--- config.mk ---
export PLATFORM = sky130hd
export DESIGN_NAME = bytecode_length_validator
export DESIGN_NICKNAME = d
export VERILOG_FILES = /design/src/rtl/bclv_pkg.sv /design/src/rtl/bytecode_length_validator.sv
export SDC_FILE = /design/constraint.sdc
export NUM_CORES = 1
export LEC_CHECK = 0
export BUFFER_PORTS_ARGS = -buffer_cell sky130_fd_sc_hd__buf_4
export CAP_MARGIN = 0
export CORE_ASPECT_RATIO = 2
export CORE_MARGIN = 2
export CORE_UTILIZATION = 51
export DETAILED_ROUTE_END_ITERATION = 10
export PLACE_DENSITY_LB_ADDON = 0.2
export SYNTH_ARGS = -nofsm -noshare
export SYNTH_HDL_FRONTEND = slang
export SYNTH_SLANG_ARGS = --single-unit
export TNS_END_PERCENT = 100
--- constraint.sdc ---
create_clock -name clk -period 7.4 [get_ports clk]
set_input_delay 1.85 -clock clk [delete_from_list [all_inputs] [get_ports clk]]
set_output_delay 1.85 -clock clk [all_outputs]
set_load 0.02 [all_outputs]
--- src/rtl/bclv_pkg.sv ---
`default_nettype none
// ----------------------------------------------------------------------------
// bclv_pkg: shared types and constants of the bytecode length validator
// Request and result layouts, opcode and fault codes, and the opcode length
// lookup used to find instruction boundaries.
// ----------------------------------------------------------------------------
package bclv_pkg;

  // Special opcodes and their length rules.
  localparam logic [7:0]  OP_ENTER    = 8'd45;
  localparam logic [7:0]  OP_SWITCH   = 8'd98;
  localparam int unsigned SWITCH_MUL  = 6;
  localparam int unsigned LEFT_W      = 11;

  // Kind of instruction whose length byte is still awaited.
  localparam logic [1:0] KIND_PLAIN  = 2'd0;
  localparam logic [1:0] KIND_ENTER  = 2'd1;
  localparam logic [1:0] KIND_SWITCH = 2'd2;

  // Enter carries its length byte at this offset from the opcode.
  localparam logic [2:0] ENTER_LEN_OFFSET = 3'd4;

  // Sticky fault codes.
  localparam logic [1:0] FAULT_NONE  = 2'd0;
  localparam logic [1:0] FAULT_FIRST = 2'd1;
  localparam logic [1:0] FAULT_ZERO  = 2'd2;
  localparam logic [1:0] FAULT_TRUNC = 2'd3;

  typedef struct packed {
    logic [7:0] code_byte;
    logic       last_byte;
  } req_t;

  typedef struct packed {
    logic       starts_instruction;
    logic [1:0] fault_kind;
    logic       done_res;
    logic       valid_res;
  } res_t;

  // Instruction length of a plain opcode; zero marks an illegal opcode.
  // Enter and switch are handled separately by the caller.
  function automatic logic [2:0] table_len(input logic [7:0] op);
    logic [2:0] len;
    if (op <= 8'd36)       len = 3'd1;
    else if (op == 8'd37)  len = 3'd2;
    else if (op == 8'd38)  len = 3'd3;
    else if (op == 8'd39)  len = 3'd4;
    else if (op <= 8'd41)  len = 3'd5;
    else if (op <= 8'd43)  len = 3'd1;
    else if (op == 8'd44)  len = 3'd4;
    else if (op == 8'd45)  len = 3'd0;
    else if (op == 8'd46)  len = 3'd3;
    else if (op <= 8'd51)  len = 3'd1;
    else if (op <= 8'd62)  len = 3'd2;
    else if (op == 8'd63)  len = 3'd1;
    else if (op <= 8'd66)  len = 3'd2;
    else if (op <= 8'd92)  len = 3'd3;
    else if (op <= 8'd97)  len = 3'd4;
    else if (op == 8'd98)  len = 3'd0;
    else if (op <= 8'd100) len = 3'd1;
    else if (op <= 8'd104) len = 3'd2;
    else if (op <= 8'd126) len = 3'd1;
    else                   len = 3'd0;
    return len;
  endfunction

endpackage
`default_nettype wire

--- src/rtl/bytecode_length_validator.sv ---
`default_nettype none
// ----------------------------------------------------------------------------
// bytecode_length_validator: streaming instruction boundary checker
// The result of a request appears in the output register in the cycle after it is taken.
// Throughput: one byte per cycle; a request is taken whenever the output
// register is empty or being drained in the same cycle.
// Reset clears the scan state and empties the output register; the scan state
// also returns to its reset values after every request flagged as last byte.
// ----------------------------------------------------------------------------
module bytecode_length_validator (
  input  wire             clk,
  input  wire             rst,
  input  wire             req_valid,
  output logic            req_stall,
  input  wire bclv_pkg::req_t req_data,
  output logic            res_valid,
  input  wire             res_stall,
  output bclv_pkg::res_t  res_data
);
  import bclv_pkg::*;

  // Scan state.
  logic [LEFT_W-1:0] bytes_left, bytes_left_next;
  logic [2:0]        offset_in_instr, offset_in_instr_next;
  logic [1:0]        pending_kind, pending_kind_next;
  logic              seen_first, seen_first_next;
  logic [1:0]        fault_state, fault_state_next;

  logic              accept;
  res_t              res_next;
  logic [2:0]        op_len;
  logic [LEFT_W-1:0] switch_left;

  // The output register parts the two sides; stall only while it is held.
  assign req_stall = res_valid & res_stall;
  assign accept    = req_valid & ~req_stall;

  assign op_len      = table_len(req_data.code_byte);
  assign switch_left = LEFT_W'(SWITCH_MUL) * LEFT_W'(req_data.code_byte);

  // Boundary tracking and verdict for one byte.
  always_comb begin
    bytes_left_next      = bytes_left;
    offset_in_instr_next = offset_in_instr;
    pending_kind_next    = pending_kind;
    seen_first_next      = seen_first;
    fault_state_next     = fault_state;
    res_next             = '0;

    if (fault_state == FAULT_NONE) begin
      priority if (pending_kind == KIND_ENTER) begin
        offset_in_instr_next = offset_in_instr + 3'd1;
        if (offset_in_instr_next == ENTER_LEN_OFFSET) begin
          bytes_left_next      = LEFT_W'(req_data.code_byte);
          pending_kind_next    = KIND_PLAIN;
          offset_in_instr_next = '0;
        end
      end else if (pending_kind == KIND_SWITCH) begin
        bytes_left_next      = switch_left;
        pending_kind_next    = KIND_PLAIN;
        offset_in_instr_next = '0;
      end else if (bytes_left != '0) begin
        bytes_left_next = bytes_left - LEFT_W'(1);
      end else begin
        res_next.starts_instruction = 1'b1;
        seen_first_next             = 1'b1;
        priority if (!seen_first && req_data.code_byte != OP_ENTER) begin
          fault_state_next = FAULT_FIRST;
        end else if (req_data.code_byte == OP_ENTER) begin
          pending_kind_next    = KIND_ENTER;
          offset_in_instr_next = '0;
        end else if (req_data.code_byte == OP_SWITCH) begin
          pending_kind_next    = KIND_SWITCH;
          offset_in_instr_next = '0;
        end else if (op_len == 3'd0) begin
          fault_state_next = FAULT_ZERO;
        end else begin
          bytes_left_next = LEFT_W'(op_len - 3'd1);
        end
      end
    end

    // A cut-off instruction is only detectable on the final byte.
    if (req_data.last_byte) begin
      res_next.done_res = 1'b1;
      if (fault_state_next == FAULT_NONE &&
          (bytes_left_next != '0 || pending_kind_next != KIND_PLAIN)) begin
        fault_state_next = FAULT_TRUNC;
      end
      res_next.valid_res = (fault_state_next == FAULT_NONE);
    end
    res_next.fault_kind = fault_state_next;
  end

  // Scan state update; the final byte sends the scan back to reset.
  always_ff @(posedge clk) begin
    if (rst || (accept && req_data.last_byte)) begin
      bytes_left      <= '0;
      offset_in_instr <= '0;
      pending_kind    <= KIND_PLAIN;
      seen_first      <= 1'b0;
      fault_state     <= FAULT_NONE;
    end else if (accept) begin
      bytes_left      <= bytes_left_next;
      offset_in_instr <= offset_in_instr_next;
      pending_kind    <= pending_kind_next;
      seen_first      <= seen_first_next;
      fault_state     <= fault_state_next;
    end
  end

  // Output register control.
  always_ff @(posedge clk) begin
    if (rst) begin
      res_valid <= 1'b0;
    end else if (accept) begin
      res_valid <= 1'b1;
    end else if (!res_stall) begin
      res_valid <= 1'b0;
    end
  end

  // Output register payload.
  always_ff @(posedge clk) begin
    if (accept) begin
      res_data <= res_next;
    end
  end

  // A held fault survives every later byte until the final one.
  a_fault_sticky: assert property (@(posedge clk) disable iff (rst)
    accept && fault_state != FAULT_NONE && !req_data.last_byte
    |=> fault_state == $past(fault_state))
    else $error("held fault changed before the final byte");

  // The final byte leaves the scan in its reset state.
  a_last_resets: assert property (@(posedge clk) disable iff (rst)
    accept && req_data.last_byte
    |=> bytes_left == '0 && pending_kind == KIND_PLAIN && !seen_first &&
        fault_state == FAULT_NONE && offset_in_instr == '0)
    else $error("scan state not cleared after final byte");

  // The offset counter only runs while an enter awaits its length byte.
  a_offset_idle: assert property (@(posedge clk) disable iff (rst)
    pending_kind != KIND_ENTER |-> offset_in_instr == '0)
    else $error("offset counter running outside an enter");

  // A verdict is only reported together with the final byte.
  a_verdict_done: assert property (@(posedge clk) disable iff (rst)
    res_valid && !res_data.done_res |-> !res_data.valid_res)
    else $error("verdict reported without final byte");

endmodule
`default_nettype wire

==> results of run 1 <==
## worst min-delay path by stage
stage,from,to,slack [ns]
2_1_floorplan,offset_in_instr[0],offset_in_instr[0],0.47
3_3_place_gp,offset_in_instr[2],offset_in_instr[2],0.48
3_5_place_dp,offset_in_instr[2],offset_in_instr[2],0.50
4_1_cts,offset_in_instr[2],offset_in_instr[2],0.51
5_1_grt,offset_in_instr[0],offset_in_instr[0],0.53
6_report,offset_in_instr[0],offset_in_instr[0],0.51
## area by class of cell
class | count | area, um2
inverter | 23 | 86.3
tap | 90 | 113
sequential | 25 | 551
clock inverter | 1 | 7.51
fill | 712 | 3060
multi-input combinational | 424 | 2820
timing repair buffer | 24 | 180
clock buffer | 3 | 75.1
## where the power goes
part           switching (mW)  total, mW  internal (mW)  leakage (nW)
registers              0.0252      0.178          0.153         0.213
clock network          0.0505      0.124         0.0735        0.0371
logic                   0.239      0.370          0.131          1.25
total                   0.315      0.672          0.357          1.50
## flip-flops by register name (all words and copies together) (netlist names)
name and count:
res_data 5, offset_in_instr 3, bytes_left 11, pending_kind 2
res_valid 1, fault_state 2, seen_first 1
## cell usage in the layout (no fill, tap or decap), types with 6 or more instances in the layout
cell type	count
o21ai_0	41
and3_1	6
a21oi_1	37
nor2_1	47
nand2b_1	11
dfxtp_1	20
a31oi_1	13
buf_4	24
nand2_1	41
o2111ai_1	6
nand3_1	18
nor3_1	15
inv_1	23
ha_1	36
nor2b_1	6
o211ai_1	8
or3_1	7
nand4_1	18
nor4_1	6
## metal layers
metal / global-route usage, % / routed length (um) / up-vias
met4: 28.8 / 1180 / 0
met1: 36.9 / 4780 / 1943
met5: 0 / 0 / -
met2: 69.7 / 7420 / 260
li1: - / - / 1895
met3: 3.30 / 872 / 66
## worst register-to-register path: stages (launching register included)
cell and delay [ns]:
dfxtp_1 0.38, ha_1 0.22, xor2_1 0.73, and2_1 0.50, mux2_2 0.39, a221oi_1 0.63, a21bo_2 0.26, nor4b_1 0.27
o2111ai_1 0.22, nor4_2 0.31, nor2_1 0.09
## cell families after synthesis
| group | count (synthesis) | share of synthesized area, % |
|---|---|---|
| xor gates and xnor gates | 7 | 1.71 |
| adders and majority gates | 37 | 13.1 |
| buffers and inverters | 51 | 6.04 |
| AOI/OAI and AO/OA | 166 | 30.8 |
| muxes | 4 | 1.19 |
| and+or+nand+nor | 210 | 31.8 |
| DFF | 25 | 15.4 |
## Yosys cell counts (8+ instances only)
master    instances  share of area, %
nor2_1           47               4.9
nand2_1          41               4.3
o21ai_0          41               5.7
a21oi_1          37               5.2
ha_1             36                13
inv_1            23               2.4
dfxtp_1          20                11
nand3_1          18               2.5
nand4_1          18               3.1
clkbuf_1         15               1.6
nor3_1           15               2.1
a31oi_1          13               2.3
nand2b_1         11               1.9
buf_2             8               1.1
o211ai_1          8               1.7
==> run summary, run 1 <==
The flow ran to the end, and the final reports show no timing, DRC or antenna violations. During I/O placement, the number of pins put on the boundary was 20. The reg-to-reg setup timing slack came out at 3.16 ns. The tools report the final critical-path setup slack as 0.804 ns. Max-cap violations in this run came to 0. Of all nets on the critical path, the largest fanout is 19.

The number of gates resized after cts was 0; the placed cell count was 586. The summed instance area of the synthesized netlist came out at 0.00358 mm2. The worst hold path belongs to the class reg2reg. The length in cells of the worst reg-to-reg path was 10; the starting density of the core was 52.1%. The critical path is of the in2reg type. Buffers plus inverters on the worst setup path: 2. The setup total negative slack was 0 ns. Layout overhead on the synthesized area: 6.84%. STA classifies the critical path endpoint as a flop. Clock tree synthesis selected as its root buffer the cell clkbuf_16.

In this run, the number of DRC markers left after iteration 0 of detailed routing was 342. The tools report the final wirelength as 14300 um. Setup repair after global routing left no endpoint under its margin. After layout, the worst path uses 89.1% of the clock period. No sink is reached through more buffers than the 2 on the longest clock path. Entering global routing, the biggest net connects 24 pins. The antenna diode count is 0. The tools report the origin of the critical flop-to-flop path as offset_in_instr[0]. In this run the static leakage power is 1.50 nW. For the worst setup path, the data required time is 7.50 ns. In this design, the stage delay of the slowest critical-path cell is 0.56 ns. The worst path in the final design needs a cycle of 6.60 ns, including I/O delays and setup. For this run, the total global-route usage over all layers was measured as 37.2%. For the total power, the log shows 672 uW.

The post-CTS setup buffer count is 0, and the post-route worst hold slack is 0.509 ns. The proportion of layout cells with a drive suffix above 1 was 9.20%; the per-cell via count in the routed design was 7.06. In this run, synthesis produced a sequential element count of 25. Timing would allow up to 152 MHz. Clock tree synthesis found a total of 25 sinks. The worst IR drop on VDD came out at 232 uV.

At the end of routability-driven placement, the weighted congestion stood at 1.12. In this run the standard cell core region covers 0.00689 mm2. The H-tree level count came out at 1.

Clock-pin slew was measured on the worst setup and hold paths at 0.07 ns. The worst-case setup slack after placement came out at 0.621 ns. Arrival time reported for the critical path endpoint: 6.69 ns.

The ratio of total power to cell area works out to 175 mW/mm2. The number of clock buffers added by TritonCTS is 3. The wire-length estimate of the detail-placed layout is 11100 um. For the final database, setup skew stands at 0.00826 ns. For the via count of the first global-routing pass, the log shows 3927. The critical path goes through buf_4 > inv_1 > ha_1 > nand3_1 > o211ai_1 > a21boi_0 > nor4b_1 > a211oi_1 > ha_1 > ha_1 > nand2b_1 > or4b_1 > a311oi_1 > nor3_1 > a21oi_1 > o21ai_0 > nor4_1 > o2111ai_1 > nor4b_2. The slowest stage of the critical path belongs to the cell ha_1.

After global routing the overflow that remains totals 0. The worst register-to-register path ends at res_data[3]. Among all flip-flop cells after synthesis, the most frequent one is dfxtp_1. In this run, synthesis inferred 5 flip-flops with an integrated enable.

The count of synthesis-stage warnings from yosys is 0. Element type at the critical path start: an input port. The post-synthesis cell type count was 74; the cell count of the worst hold path was 2. The first global-routing pass estimated 21700 um of wire.

The number of nets in the synthesized netlist is 550. The final number of max-transition violations is 0, and the cell area after layout is 0.00383 mm2. The tools report the number of nets in the finished design as 551. For the total of hold buffers inserted after clock tree synthesis, the log shows 0. Setup violations remaining at the end of the flow were counted as 0. Depth of the critical timing path with buffers and inverters included: 19.

On the critical path the largest part of the delay comes from simple AND/OR/NAND/NOR gates. In this run the worst setup path begins at req_data[5]. The run gives 0.27 ns as the clock latency of the later-clocked register in the worst-skew pair. The cell that appears most often on the critical path is ha_1. The floorplan die width is 63.3 um. Measured against its own limit, the worst slew margin works out to 39.4%.

Following the worst setup path forward leads to its endpoint at res_data[0]. For the fraction of the yosys area taken by sequential cells, the log shows 15.4%. TritonCTS built the clock tree. The number of hold violations in the final report was 0; the number of antenna violations at the first check in global routing was 0. The die span in y is 123 um, and the area of the die is 0.00776 mm2.

The routed layout has 4164 vias. The share of flip-flops with an asynchronous set or reset after synthesis is 0%. For this run, the share of the core covered by cells in the final layout is 55.6%.

The average size of a mapped cell works out to 7.17 um2. During placement, the flow inserted port buffers numbering 19. In the final routed layout, each cell accounts on average for 24.2 um. At the pin with the least slew margin, the transition time is 0.906 ns.

The logs give 590 for the number of standard cells in the layout, taps in and fillers out and 0 for the remaining routing DRC violations. The first-pass detailed-route iteration total is 7, and the gate count of the mapped netlist is 500. In this run the core area contains 43 standard-cell rows. Once detail routing completed, the nets flagged for antenna violations numbered 0.

After detailed placement, the total cell area comes to 0.00375 mm2.
Power figures use the tool's default switching activity.
==> inputs of run 2 (changes only) <==
ABC_AREA = 1   (was unset)
==> run summary, run 2 <==
The run finished with clean final reports. The mapped netlist covers 0.00308 mm2. After floorplanning, the core was divided into 40 placement rows. The worst IR drop on VDD was 185 uV.

Overall power consumption after layout is estimated at 574 uW. The leakage dissipation is 1.80 nW. Leaving out filler cells and counting taps, the final layout contains 571. The clock drives 25 sinks. The number of buffers between clock root and the deepest sink was 2; the final weighted congestion of routability-driven global placement was 0.972. The library cell used most frequently in the layout, excluding fill and tap cells, is nand2_1. Sorting the synthesized cells by how often they occur yields 134 x nand2_1, 85 x inv_1, 38 x a21oi_1. The register with the most flip-flops in the layout has 11 of them.

The core region area is 0.00591 mm2. The later pin in the worst-skew pair is clocked with a latency of 0.26 ns. The slowest stage of the critical path is the ha_1 cell.

On the worst path, the slowest cell contributes a delay of 0.23 ns. The number of antenna violations at the first check in global routing was 0; the number of I/O pins was 20. In the routed design, unresolved DRC markers number 0. In this run, synthesis inferred 5 flip-flops with an integrated enable. The share of the Yosys chip area taken by registers is 17.9%. The run gives 3 as the number of clock buffers inserted by TritonCTS. The share of the clock period used by the worst path after layout was 73.6%. Of all flip-flops after synthesis, the portion carrying an async set or reset was 0%. Before antenna repair, the detailed router went through 4 iterations. For the via count of the first global-routing pass, the log shows 2829. The worst hold path class was reg2reg.

The area of the die is 0.00671 mm2, and the number of nets in the finished design is 559. Fraction of synthesized cell area in xor and xnor cells: 1.99%. The routed design could run at a clock period as short as 5.45 ns. After synthesis, the largest family of logic cells by area is simple AND/OR/NAND/NOR gates.

The setup check on the worst reg-to-reg path leaves a slack of 4.08 ns. The count of synthesis-stage warnings from yosys came out at 0. In the routed layout, each cell is associated on average with a via count of 5.37.

For the antenna diode count, the log shows 0. The setup skew after layout is 0.00377 ns, and the slew at the pin with the worst max-slew slack is 0.843 ns. The average wire per standard cell was 13.3 um.

The die is 114 um tall. For the total overflow reported by the global router, the log shows 0. The synthesized-area fraction occupied by ao, oa, aoi and oai cells works out to 20.9%. The share of synthesized area in the top cell type comes to 16.4%.

After detailed placement, the design holds a cell count of 567. Category of the critical setup timing path: in2reg. The number of hold violations in the final report came out at 0. Summed over all layers, the routed wires come to 7570 um. The average size of a mapped cell is 6.24 um2, and the H-tree level count is 1. Summed over all nets, the half-perimeter wirelength after detailed placement is 6030 um. Setup repair after global routing left no endpoint under its margin.

The number of gates resized after cts is 0, and the cell count of the worst hold path is 2. The adder and majority gate portion of the synthesized area was 15.3%. The synthesized design contains 25 register bits. The count of nets left with antenna violations once routing finished came out at 0.

Entering global routing, the biggest net connects 19 pins. The clock transition time at the flip-flop clock pins of the worst setup and hold paths is 0.06 ns, and the data required time at the worst endpoint is 7.40 ns. The cell area after layout came out at 0.00333 mm2. Post-synthesis cell type with the largest combined area: nand2_1. Across every metal layer, demand over resource in global routing totals 23.9%. For the layout filler cell count, the log shows 591. Register with the most flip-flops: bytes_left.

The run gives 0 as the final number of max-transition violations. For this run, the leading register cell type out of synthesis is dfxtp_1. The setup total negative slack came out at 0 ns.

After clock tree synthesis, the flow added hold-fix buffers numbering 0. Counting distinct cell types in the post-synthesis netlist gives 42. For this configuration, the core starts out at a cell density of 52.1%. The library cells used most frequently in the layout, excluding fill and tap cells, are 134 x nand2_1, 85 x inv_1, 38 x a21oi_1, 36 x ha_1, 35 x o21ai_0. The leading cell type by number of instances after synthesis was nand2_1. The run gives 43.2% as the worst max-slew margin expressed relative to the limit.

When the netlist entered floorplanning its net count stood at 543. The largest registers in the layout are bytes_left x11, res_data x5, offset_in_instr x3. The ratio of total power to cell area was 173 mW/mm2. Measured along the x axis, the die boundary spans 58.9 um.

The length in cells of the worst reg-to-reg path came out at 8. The routed layout has 3066 vias. STA classifies the critical path startpoint as an input port. Synthesis produced 493 cells. The logs give 165 for the violation count after the first detailed-route iteration and 0.00325 mm2 for the instance area after placement. STA classifies the critical path endpoint as a flop.

STA puts the critical path data arrival time at 5.45 ns. The proportion of layout cells with a drive suffix above 1 was 9.65%. The highest net fanout along the worst path came out at 9. The clock root buffer master was clkbuf_16. TritonCTS built the clock tree. Counting stages on the worst path, the most repeated cell is nand2_1. The layout overhead on the synthesized area came out at 8.14%. The post-CTS setup buffer count is 0.

The tool flagged a number of max-cap violations equal to 0. Setup violations remaining at the end of the flow were counted as 0. The proportion of synthesized area in mux cells was 0%.

By area the synthesized netlist is led by nand2_1 16%, ha_1 15%, dfxtp_1 13%, inv_1 10%, a21oi_1 6.2%. The first-pass GRT wire length was 12900 um; the top achievable clock speed was 184 MHz. The count of buffers added on input and output ports is 19. Hold timing on the final database bottoms out at a slack of 0.477 ns. The synthesized netlist devotes 31.1% of its cell area to simple gates.
[run 2: path summary, 6_finish.rpt]
kind / start / to
setup / recovery: req_data[8] / res_data[2]
hold / removal: res_valid / res_valid
setup reg to reg: res_valid / fault_state[0]
hold reg to reg: res_valid / res_valid
[run 2: kinds of logic (layout without fill, tap and decap cells)]
logic type / after synthesis / count (layout)
simple gates: 216 / 216
compound gates: 108 / 108
flops: 25 / 25
fa+ha+maj: 37 / 37
xor+xnor: 7 / 7
buf+inv: 100 / 115
[run 2: layer usage]
layer	vias up	global-route usage (%)	share of wire, %
met2	63	40.7	50
li1	1626	-	-
met4	0	5.91	2.2
met5	-	0	0
met3	17	3.29	3.7
met1	1360	31.1	44
[run 2: per-stage QoR]
stage | utilization (%) | setup slack, ns
5_1_grt | 56.3 | 1.47
4_1_cts | 56.3 | 1.95
2_1_floorplan | - | 2.32
6_report | 56.3 | 1.95
3_5_place_dp | 55.0 | 1.69
3_3_place_gp | 55.0 | 1.77
[run 2: final cells by class]
type | instances | area (um2) | area share, %
inverter | 92 | 345 | 10.4
tap | 63 | 78.8 | 2.37
sequential | 25 | 551 | 16.6
timing repair buffer | 19 | 143 | 4.29
multi-input combinational | 368 | 2130 | 64.0
clock buffer | 4 | 78.8 | 2.37
[run 2: report_power, final]
group	switching, mW	internal [mW]
clock network	0.0445	0.0736
logic	0.187	0.102
registers	0.0134	0.155
[run 2: critical path: cells and delay by family]
family          cells  cell delay (ns)
fa+ha+maj           3             0.62
buf+inv             5             0.57
simple gates       25             1.90
compound gates      5             0.50
